### src/rtl/llc_pkg.sv
// Package: opcodes, widths and shared types for the linked-list cursor engine.
`timescale 1ns / 1ps
package llc_pkg;
  localparam int POOL_DEPTH_DEF = 16;
  localparam int OPC_W = 4;
  localparam int VAL_W = 32;
  localparam int QUEUE_DEPTH = 2;

  typedef enum logic [3:0] {
    OP_CLEAR        = 4'd0,
    OP_INSERT_HEAD  = 4'd1,
    OP_CURSOR_HEAD  = 4'd2,
    OP_READ_HEAD    = 4'd3,
    OP_DELETE_HEAD  = 4'd4,
    OP_DELETE_AFTER = 4'd5,
    OP_INSERT_AFTER = 4'd6,
    OP_READ_CURSOR  = 4'd7,
    OP_WRITE_CURSOR = 4'd8,
    OP_ADVANCE      = 4'd9,
    OP_NONE         = 4'd10
  } op_t;

  typedef enum logic [1:0] {
    ST_IDLE  = 2'd0,
    ST_FETCH = 2'd1,
    ST_EXEC  = 2'd2
  } state_t;

  typedef struct packed {
    op_t          op;
    logic [VAL_W-1:0] value;
  } cmd_t;
endpackage

### src/rtl/llc_front.sv
// Front end: accept requests, classify opcodes and queue commands.
`timescale 1ns / 1ps
module llc_front (
  input  logic                    clk,
  input  logic                    rst_n,
  input  logic                    in_valid,
  output logic                    in_stall,
  input  logic [3:0]              in_opcode,
  input  logic signed [31:0]      in_value,
  output logic                    q_valid,
  output llc_pkg::cmd_t           q_cmd,
  input  logic                    q_take
);
  llc_pkg::cmd_t q_mem_r [llc_pkg::QUEUE_DEPTH];
  logic q_wp_r, q_rp_r;
  logic [1:0] q_cnt_r;
  llc_pkg::cmd_t cmd_in;
  logic push, pop;

  always_comb begin
    cmd_in.value = in_value;
    case (in_opcode)
      llc_pkg::OP_CLEAR:        cmd_in.op = llc_pkg::OP_CLEAR;
      llc_pkg::OP_INSERT_HEAD:  cmd_in.op = llc_pkg::OP_INSERT_HEAD;
      llc_pkg::OP_CURSOR_HEAD:  cmd_in.op = llc_pkg::OP_CURSOR_HEAD;
      llc_pkg::OP_READ_HEAD:    cmd_in.op = llc_pkg::OP_READ_HEAD;
      llc_pkg::OP_DELETE_HEAD:  cmd_in.op = llc_pkg::OP_DELETE_HEAD;
      llc_pkg::OP_DELETE_AFTER: cmd_in.op = llc_pkg::OP_DELETE_AFTER;
      llc_pkg::OP_INSERT_AFTER: cmd_in.op = llc_pkg::OP_INSERT_AFTER;
      llc_pkg::OP_READ_CURSOR:  cmd_in.op = llc_pkg::OP_READ_CURSOR;
      llc_pkg::OP_WRITE_CURSOR: cmd_in.op = llc_pkg::OP_WRITE_CURSOR;
      llc_pkg::OP_ADVANCE:      cmd_in.op = llc_pkg::OP_ADVANCE;
      default: cmd_in.op = llc_pkg::OP_NONE;
    endcase
  end

  assign in_stall = (q_cnt_r == 2'(llc_pkg::QUEUE_DEPTH));
  assign push = in_valid && !in_stall;
  assign pop = q_take && q_valid;
  assign q_valid = (q_cnt_r != 2'd0);
  assign q_cmd = q_mem_r[q_rp_r];

  always_ff @(posedge clk) begin
    if (push) q_mem_r[q_wp_r] <= cmd_in;
    if (!rst_n) begin
      q_wp_r <= 1'b0;
      q_rp_r <= 1'b0;
      q_cnt_r <= 2'd0;
    end else begin
      if (push) q_wp_r <= ~q_wp_r;
      if (pop) q_rp_r <= ~q_rp_r;
      q_cnt_r <= q_cnt_r + {1'b0, push} - {1'b0, pop};
    end
  end
endmodule

### src/rtl/llc_back.sv
// Back end: node pool, allocator and list operations with a result register.
`timescale 1ns / 1ps
module llc_back #(
  parameter int POOL_DEPTH = llc_pkg::POOL_DEPTH_DEF
) (
  input  logic                 clk,
  input  logic                 rst_n,
  input  logic                 q_valid,
  input  llc_pkg::cmd_t        q_cmd,
  output logic                 q_take,
  output logic                 out_valid,
  input  logic                 out_stall,
  output logic signed [31:0]   out_read_value,
  output logic                 out_error,
  output logic                 out_cursor_active
);
  localparam int IW = $clog2(POOL_DEPTH);
  localparam int PW = $clog2(POOL_DEPTH + 1);
  localparam logic [PW-1:0] NIL = PW'(POOL_DEPTH);

  logic [31:0]   val_mem [POOL_DEPTH];
  logic [PW-1:0] link_mem [POOL_DEPTH];
  logic [IW-1:0] stk_mem [POOL_DEPTH];

  llc_pkg::state_t state_r, state_nxt;
  llc_pkg::cmd_t cmd_r;
  logic [PW-1:0] head_r, head_nxt, cur_r, cur_nxt, fresh_r, fresh_nxt;
  logic [PW-1:0] rcnt_r, rcnt_nxt;
  // Registered reads from the fetch cycle.
  logic [31:0]   hval_r, cval_r;
  logic [PW-1:0] hlink_r, clink_r, nlink_r;
  logic [IW-1:0] stop_r;
  logic [PW-1:0] nlink_addr;

  logic          res_v_r;
  logic [31:0]   res_val_r, res_val_nxt;
  logic          res_err_r, res_err_nxt;
  logic          res_cur_r;

  logic head_ok, cur_ok, nxt_ok, have_rec, have_fresh, can_take;
  logic [IW-1:0] new_idx;
  logic          vw_en, lw_en, lw2_en, sw_en;
  logic [IW-1:0] vw_a, lw_a, lw2_a, sw_a;
  logic [31:0]   vw_d;
  logic [PW-1:0] lw_d, lw2_d;
  logic [IW-1:0] sw_d;
  logic          do_exec;

  assign head_ok = head_r < NIL;
  assign cur_ok  = cur_r < NIL;
  assign nxt_ok  = clink_r < NIL;
  assign have_rec = (rcnt_r != '0);
  assign have_fresh = fresh_r < NIL;
  assign can_take = have_rec || have_fresh;
  assign new_idx = have_rec ? stop_r : fresh_r[IW-1:0];
  assign nlink_addr = link_mem[cur_r[IW-1:0]];

  assign q_take = (state_r == llc_pkg::ST_IDLE) && q_valid;
  assign do_exec = (state_r == llc_pkg::ST_EXEC) && !(res_v_r && out_stall);

  always_comb begin
    case (state_r)
      llc_pkg::ST_IDLE:  state_nxt = q_valid ? llc_pkg::ST_FETCH : llc_pkg::ST_IDLE;
      llc_pkg::ST_FETCH: state_nxt = llc_pkg::ST_EXEC;
      llc_pkg::ST_EXEC:  state_nxt = do_exec ? llc_pkg::ST_IDLE : llc_pkg::ST_EXEC;
      default:           state_nxt = llc_pkg::ST_IDLE;
    endcase
  end

  always_comb begin
    head_nxt = head_r; cur_nxt = cur_r; fresh_nxt = fresh_r; rcnt_nxt = rcnt_r;
    res_val_nxt = '0; res_err_nxt = 1'b0;
    vw_en = 1'b0; vw_a = new_idx; vw_d = cmd_r.value;
    lw_en = 1'b0; lw_a = new_idx; lw_d = head_r;
    lw2_en = 1'b0; lw2_a = cur_r[IW-1:0]; lw2_d = PW'(new_idx);
    sw_en = 1'b0; sw_a = rcnt_r[IW-1:0]; sw_d = head_r[IW-1:0];
    case (cmd_r.op)
      llc_pkg::OP_CLEAR: begin
        head_nxt = NIL; cur_nxt = NIL; fresh_nxt = '0; rcnt_nxt = '0;
      end
      llc_pkg::OP_INSERT_HEAD: begin
        if (!can_take) res_err_nxt = 1'b1;
        else begin
          vw_en = 1'b1; lw_en = 1'b1; head_nxt = PW'(new_idx);
          if (have_rec) rcnt_nxt = rcnt_r - PW'(1);
          else fresh_nxt = fresh_r + PW'(1);
        end
      end
      llc_pkg::OP_CURSOR_HEAD: cur_nxt = head_r;
      llc_pkg::OP_READ_HEAD: begin
        if (head_ok) res_val_nxt = hval_r;
        else res_err_nxt = 1'b1;
      end
      llc_pkg::OP_DELETE_HEAD: begin
        if (head_ok) begin
          if (cur_r == head_r) cur_nxt = NIL;
          head_nxt = hlink_r;
          if (rcnt_r < NIL) begin
            sw_en = 1'b1; rcnt_nxt = rcnt_r + PW'(1);
          end
        end
      end
      llc_pkg::OP_DELETE_AFTER: begin
        if (cur_ok && nxt_ok) begin
          lw_en = 1'b1; lw_a = cur_r[IW-1:0]; lw_d = nlink_r;
          if (rcnt_r < NIL) begin
            sw_en = 1'b1; sw_d = clink_r[IW-1:0]; rcnt_nxt = rcnt_r + PW'(1);
          end
        end
      end
      llc_pkg::OP_INSERT_AFTER: begin
        if (cur_ok) begin
          if (!can_take) res_err_nxt = 1'b1;
          else begin
            vw_en = 1'b1; lw_en = 1'b1; lw_d = clink_r;
            lw2_en = 1'b1;
            if (have_rec) rcnt_nxt = rcnt_r - PW'(1);
            else fresh_nxt = fresh_r + PW'(1);
          end
        end
      end
      llc_pkg::OP_READ_CURSOR: begin
        if (cur_ok) res_val_nxt = cval_r;
        else res_err_nxt = 1'b1;
      end
      llc_pkg::OP_WRITE_CURSOR: begin
        if (cur_ok) begin
          vw_en = 1'b1; vw_a = cur_r[IW-1:0];
        end
      end
      llc_pkg::OP_ADVANCE: if (cur_ok) cur_nxt = clink_r;
      default: ;
    endcase
  end

  always_ff @(posedge clk) begin
    if (q_take) cmd_r <= q_cmd;
    if (state_r == llc_pkg::ST_FETCH) begin
      hval_r  <= val_mem[head_r[IW-1:0]];
      hlink_r <= link_mem[head_r[IW-1:0]];
      cval_r  <= val_mem[cur_r[IW-1:0]];
      clink_r <= nlink_addr;
      nlink_r <= link_mem[nlink_addr[IW-1:0]];
      stop_r  <= stk_mem[rcnt_r[IW-1:0] - IW'(1)];
    end
    if (do_exec) begin
      if (vw_en) val_mem[vw_a] <= vw_d;
      if (lw_en) link_mem[lw_a] <= lw_d;
      if (lw2_en) link_mem[lw2_a] <= lw2_d;
      if (sw_en) stk_mem[sw_a] <= sw_d;
      res_val_r <= res_val_nxt;
      res_err_r <= res_err_nxt;
    end
    if (!rst_n) begin
      state_r <= llc_pkg::ST_IDLE;
      head_r <= NIL; cur_r <= NIL; fresh_r <= '0; rcnt_r <= '0;
      res_v_r <= 1'b0;
    end else begin
      state_r <= state_nxt;
      if (do_exec) begin
        head_r <= head_nxt; cur_r <= cur_nxt; fresh_r <= fresh_nxt; rcnt_r <= rcnt_nxt;
      end
      if (do_exec) res_v_r <= 1'b1;
      else if (!out_stall) res_v_r <= 1'b0;
    end
  end

  always_ff @(posedge clk) if (do_exec) res_cur_r <= (cur_nxt < NIL);

  assign out_valid = res_v_r;
  assign out_read_value = res_val_r;
  assign out_error = res_err_r;
  assign out_cursor_active = res_cur_r;
endmodule

### src/rtl/linked_list_cursor_engine_top.sv
// Top level: singly linked list with cursor, front queue plus list back end.
// A request passes the front queue, then the back end's fetch and execute
// states; the back end takes a new one only after the last leaves execute,
// held by out_stall. Fetch reads node memories (two dependent link reads).
// Reset: synchronous active-low rst_n empties the list, nulls head and
// cursor and clears both allocators; node memories need no clearing pass.
`timescale 1ns / 1ps
module linked_list_cursor_engine_top #(
  parameter int POOL_DEPTH = llc_pkg::POOL_DEPTH_DEF
) (
  input  logic               clk,
  input  logic               rst_n,
  input  logic               in_valid,
  output logic               in_stall,
  input  logic [3:0]         in_opcode,
  input  logic signed [31:0] in_value,
  output logic               out_valid,
  input  logic               out_stall,
  output logic signed [31:0] out_read_value,
  output logic               out_error,
  output logic               out_cursor_active
);
  // Command queue between classifier and executor.
  logic q_valid, q_take;
  llc_pkg::cmd_t q_cmd;

  llc_front u_front (
    .clk, .rst_n, .in_valid, .in_stall, .in_opcode, .in_value,
    .q_valid, .q_cmd, .q_take
  );

  llc_back #(.POOL_DEPTH(POOL_DEPTH)) u_back (
    .clk, .rst_n, .q_valid, .q_cmd, .q_take,
    .out_valid, .out_stall, .out_read_value, .out_error, .out_cursor_active
  );

  // A stalled result must hold its payload.
  a_hold: assert property (@(posedge clk) disable iff (!rst_n)
    out_valid && out_stall |=> out_valid && $stable(out_read_value) && $stable(out_error))
    else $error("result changed under stall");
  // A failed read or insert never reports data.
  a_err_zero: assert property (@(posedge clk) disable iff (!rst_n)
    out_valid && out_error |-> out_read_value == 32'sd0)
    else $error("error result carries data");
  // Queue pop only when the queue holds something.
  a_take: assert property (@(posedge clk) disable iff (!rst_n)
    q_take |-> q_valid)
    else $error("pop from empty queue");
endmodule
### config.mk
export PLATFORM = sky130hd
export DESIGN_NAME = linked_list_cursor_engine_top
export DESIGN_NICKNAME = d
export VERILOG_FILES = /design/src/rtl/llc_pkg.sv /design/src/rtl/llc_front.sv /design/src/rtl/llc_back.sv /design/src/rtl/linked_list_cursor_engine_top.sv
export SDC_FILE = /design/constraint.sdc
export NUM_CORES = 1
export LEC_CHECK = 0
export ABC_AREA = 1
export BUFFER_PORTS_ARGS = -buffer_cell sky130_fd_sc_hd__buf_2
export CORE_ASPECT_RATIO = 1.4
export CORE_MARGIN = 10
export CORE_UTILIZATION = 35
export DETAILED_ROUTE_END_ITERATION = 7
export GPL_TIMING_DRIVEN = 0
export PLACE_DENSITY = 0.5
export SLEW_MARGIN = 20
export SYNTH_ARGS = -nofsm -noshare
export SYNTH_HDL_FRONTEND = slang
export SYNTH_SLANG_ARGS = --single-unit
### constraint.sdc
create_clock -name clk -period 5.45 [get_ports clk]
set_clock_uncertainty 0.15 [all_clocks]
set_input_delay 0.545 -clock clk [delete_from_list [all_inputs] [get_ports clk]]
set_output_delay 0.545 -clock clk [all_outputs]
set_load 0.01 [all_outputs]
After elaboration in Yosys (flattened, before gate mapping):

Memory sizes are Yosys's and may differ from the RTL's. A register that Yosys moved wholly into a read port is not among the register bits.
Cells that the tools add are included.

* bits in registers: 66
* bits in writable memories: 728
* bits in read-only memories: 64
* input bits: 40
* output and inout bits: 36
* word-level logic and storage cells: 139
* memories kept: 5

* add/subtract/negate cells: 6
* order comparisons: 6
* equal/unequal tests: 18
* mux-type cells: 70
* bitwise gates (word level): 2
* reduce and logical (&&, ||, !) cells: 19

Memories
* u_back.val_mem: words 16, width 32, read ports 2, clocked after Yosys merged registers in 2, write ports 1, RTL line llc_back.sv:21 `logic [31:0] val_mem [POOL_DEPTH];`
* u_back.link_mem: words 16, width 5, read ports 3, clocked after Yosys merged registers in 3, write ports 2, RTL line llc_back.sv:22 `logic [PW-1:0] link_mem [POOL_DEPTH];`
* u_front.q_mem_r: words 2, width 36, read ports 1, clocked after Yosys merged registers in 1, write ports 1, RTL line llc_front.sv:14 `llc_pkg::cmd_t q_mem_r [llc_pkg::QUEUE_DEPTH];`
* (no name shown): words 16, width 4, read ports 1, clocked after Yosys merged registers in 0, write ports 0, RTL line llc_front.sv:22 `case (in_opcode)`
* u_back.stk_mem: words 16, width 4, read ports 1, clocked after Yosys merged registers in 1, write ports 1, RTL line llc_back.sv:23 `logic [IW-1:0] stk_mem [POOL_DEPTH];`

Operators by type and width (number)
* $mux W5: 17
* $mux W32: 2
* $pmux W32 S2: 1
* $mux W4: 10
* $lt A5 B5 Y1 const B: 6
* $pmux W5 S3: 2
* $mux W1: 29
* $pmux W5 S5: 1
* $pmux W5 S4: 1
* $eq A4 B3 Y1 const B: 4
* $add A5 B1 Y5 const B: 2
* $ne A2 B1 Y1 const B: 5
* $pmux W5 S2: 1
* $reduce_bool A5 Y1: 2
* $eq A4 B2 Y1 const B: 2
* $eq A4 B4 Y1 const B: 2
* $logic_and A1 B1 Y1: 6
* $pmux W1 S3: 2
* $pmux W2 S3: 1
* $reduce_bool A3 Y1: 2
* $eq A5 B5 Y1: 1
* $reduce_and A5 Y1: 1
* $sub A5 B1 Y5 const B: 1
* $eq A2 B2 Y1 const B: 2
* 16 further kinds: 18

Depth between registers and ports, before layout:

* word-level depth: 8
* depth in mapped cells: 17
* mapped depth without buffers: 15

Cells and area by module:

A second synthesis with hierarchy kept.

* cells, all modules: 4228
* area, all modules: 42874.9 µm²

By module, submodules not included
* llc_back: times used 1, cells each 4072, area each 39847.0 µm², seq. area each 24673.7 µm²
* llc_front: times used 1, cells each 156, area each 3027.9 µm², seq. area each 2262.2 µm²

Least setup slack after synthesis:

OpenSTA, ideal clock, no wires.

* path type: reg-to-reg
* start point: register u_back.rcnt_r[0]
* end point: memory u_back.val_mem[1][0] (enable)
* library setup time: 0.461 ns
* arrival: 4.419 ns
* required time: 4.839 ns
* setup slack: 0.420 ns
* cell stages (with the launch flop): 13
* buffers on the path: 2
* clock period less this slack: 5.030 ns
* cell sequence: dfxtp_1 > inv_1 > clkbuf_1 > clkbuf_1 > ha_1 > nand2_1 > nor2_4 > inv_4 > o21ai_1 > nand2_1 > o21ai_0 > inv_1 > nor3_1

* word-level cells in the longest chain between the ends: 8
* elaborated cells on any way between the ends: 11
* classes of those cells: mux (9); reduce/logical (2)

RTL lines
* start: declaration: RTL line llc_back.sv:28 `logic [PW-1:0] rcnt_r, rcnt_nxt;`
* start signal: assignment: RTL line llc_back.sv:161 `head_r <= head_nxt; cur_r <= cur_nxt; fresh_r <= fresh_nxt; rcnt_r <= rcnt_nxt;`
* $reduce_bool A5 Y1 (*): RTL line llc_back.sv:52 `assign have_rec = (rcnt_r != '0);`
* $logic_or A1 B1 Y1: RTL line llc_back.sv:54 `assign can_take = have_rec || have_fresh;`
* $mux W1: RTL line llc_back.sv:82, llc_back.sv:113
* $mux W1: RTL line llc_back.sv:112 `if (cur_ok) begin`
* $pmux W1 S3: RTL line llc_back.sv:77 `case (cmd_r.op)`
* $mux W1: RTL line llc_back.sv:147 `if (vw_en) val_mem[vw_a] <= vw_d;`
* $mux W1: RTL line llc_back.sv:146 `if (do_exec) begin`
* $mux W1 (not written as such): RTL line llc_back.sv:147
* end: declaration: RTL line llc_back.sv:21

Mark *: on every way between the ends. The rest lies on a longest branch, timed or not.

Final worst setup path:

* start point: register u_back.rcnt_r[0]
* end point: memory u_back.val_mem[7][10] (enable)

Same word-level chain as after synthesis.

==> reports/results.tsv <==
metric	value	unit
status	finished clean	
cts.sinks	912	
grt_max_degree	26	
end_kind	register	
antenna_found_initial	7	
synth_top_area_share	61.9	%
syn-num-nets	4085	
vias	35627	
syn_area	41900	sq um
htreeDepth	3	
grt_pass1_vias	34595	
synthCells	4033	
slew_viol_final	0	
critPathArrivalTime	5.27	ns
critical_path_class	reg -> reg	
row_count	150	
start_kind	register	
period_share	92.0	%
viasPerCell	5.95	
drt_iter0_markers	4670	
drive_above_1_share	8.72	%
yosysWarnings	0	
num-nets-final	4353	
dp_hpwl	133000	microns
path_clk_slew	0.06	ns
path_max_fanout	14	
drt-total-wl	188000	microns
pre_cts_ws	0.584	ns
gr-usage-all-layers	27.1	%
die_area	134000	sq um
cts_buffers	94	
fmax	199	MHz
async_flop_share	0	%
synth.distinct_cells	45	
cts_hold_buf	34	
die_x	313	microns
worst_pin_slew	1.36	ns
root_buffer	clkbuf_16	
drv_cap	0	
route.detailed.drc	0	
period_needed	5.01	ns
synth_edf_count	865	
post_cts_buffers	0	
die_h	430	microns
syn_to_final_growth	17.0	%
portBuffers	75	
rsz0062_at_grt	false	
overflow	0	
cellPowerDensity	373	nW/um^2
final_cell_mix	edfxtp_1 (865), nand2_1 (729), o21ai_0 (452), nand3_1 (399), nor2_1 (302)	
io_pins	76	
yosysSeqAreaShare	64.2	%
place_congestion	0.969	
grt_pass1_wl	259000	microns
cts_resized	0	
cts_tree	done	
ys_ff_latch	912	
ant_nets	0	
synth_area_leaders	edfxtp_1 (62%), nand2_1 (6.5%), o21ai_0 (5.4%)	
dr.pass1.iters	7	
finalWorstSetupSlack	0.436	ns
start_util	35.2	%
holdWs	0.0130	ns
required	5.71	ns
clockBufferDepth	3	
slew_headroom	9.38	%
synthFlopType	edfxtp_1	
avgSynthCellArea	10.4	sq um
hp-class	in -> reg	
layout_commonest_cell	edfxtp_1	
setup_viol	0	
wl_per_cell	31.4	microns
hold_violations	0	
clk_latency	0.73	ns
synth.largest_area_cell	edfxtp_1	
leakagePower	0.0168	uW
peakVddDrop	273	uV
core_area	119000	sq um
-- kinds of logic after synthesis --
group           after synthesis  share of synthesized area, %
simple gates               1532                          15.5
compound gates             1044                          14.9
flops                       912                          64.2
buf+inv                     517                          4.68
fa+ha+maj                    12                         0.376
xor+xnor                      8                         0.167
mux                           8                         0.191
-- worst max-delay path, stage by stage, from the launching register on --
cell and delay [ns]:
dfxtp_1 0.42, inv_1 0.11, clkbuf_1 0.39, clkbuf_1 0.52, ha_1 0.28, nand2_1 0.09
nor2_4 0.17, inv_4 0.08, o21ai_1 0.42, nand2_1 0.10, o21ai_0 0.32, nand3_1 0.47
nor2_4 0.71, buf_16 0.24, buf_12 0.20
-- registers in the layout (all words and copies together), names as in the netlist, 2 cells and up, named ones only --
register / count
u_back.state_r: 2
u_back.head_r: 5
u_back.cval_r: 32
u_front.q_cnt_r: 2
u_back.nlink_r: 5
u_back.cmd_r: 4
u_back.stop_r: 4
u_back.hlink_r: 5
u_back.out_read_value: 32
u_back.val_mem: 512
u_back.fresh_r: 5
u_back.stk_mem: 64
u_back.hval_r: 32
u_back.clink_r: 5
u_front.q_mem_r: 72
u_back.cur_r: 5
u_back.rcnt_r: 5
u_back.vw_d: 32
u_back.link_mem: 80
-- through the flow --
| step | cells | total power [uW] | area (sq um) | utilization (%) | TNS, ns |
|---|---|---|---|---|---|
| final | 5986 | 18300 | 49100 | 41.2 | 0 |
| after global routing | 5978 | 18800 | 49100 | 41.2 | 0 |
| after CTS | 5976 | 18300 | 49000 | 41.1 | 0 |
| after detailed placement | 5766 | 11700 | 45600 | 38.3 | 0 |
| after global placement | 5704 | 11600 | 44300 | 37.2 | -1853.04 |
| after floorplan | 4033 | 10300 | 41900 | - | 0 |
-- synth_stat cells (2+ instances only) --
master,number
edfxtp_1,865
inv_1,219
ha_1,11
o22ai_1,120
o21ai_0,456
o211ai_1,82
o21ai_4,2
nand2_2,11
mux2i_1,8
buf_2,9
o221ai_2,4
nor3b_1,2
o21ai_2,3
or2_1,2
dfxtp_1,47
clkbuf_1,242
nor2_2,7
nand2_1,729
nor2_1,320
nor3_4,3
a21oi_1,166
buf_1,23
o221ai_1,62
xor2_1,8
o32ai_1,8
o21ai_1,6
nand3_1,399
buf_4,2
nor3_1,10
clkinv_1,14
a211oi_1,4
inv_2,7
a22oi_1,129
nand4_1,40
nand3b_1,3
-- area by class of cell --
class                   instances  area [sq um]
fillers                     11491         70100
flip-flops and latches        912         26900
multi-input cells            2604         13200
clock buffers                 114          2470
well taps                    1596          2000
repair buffers                172          1830
plain buffers                 276          1080
inverters                     241           907
clock inverters                62           622
diodes                          9          22.5
-- worst paths after layout --
| kind | from | end | slack (ns) | depth (start not counted) |
|---|---|---|---|---|
| max reg2reg | u_back.rcnt_r[0] | u_back.val_mem[7][10] | 0.44 | 14 |
| max | u_back.rcnt_r[0] | u_back.val_mem[7][10] | 0.44 | 14 |
| min reg2reg | u_front.q_cnt_r[1] | u_front.q_cnt_r[1] | 0.34 | 1 |
| min | out_stall | u_back.out_valid | 0.01 | 3 |
-- per-layer routing --
layer  share of wire (%)  wire length (microns)  vias to the layer above  GRT usage [%]
li1                    -                      -                    15234              -
met1                  34                  63600                    17106           29.7
met2                  47                  89200                     2458           45.1
met3                 9.7                  18200                      819           6.13
met4                 8.9                  16800                       10           21.3
met5               0.084                    158                        -          0.505
-- report_power, final --
| group | leakage [uW] | internal (uW) | switching [uW] | total [uW] |
|---|---|---|---|---|
| Clock | 0.00151 | 3710 | 2910 | 6620 |
| Combinational | 0.00706 | 536 | 1660 | 2190 |
| Sequential | 0.00824 | 8750 | 744 | 9500 |
(Power assumes the default switching activity.)
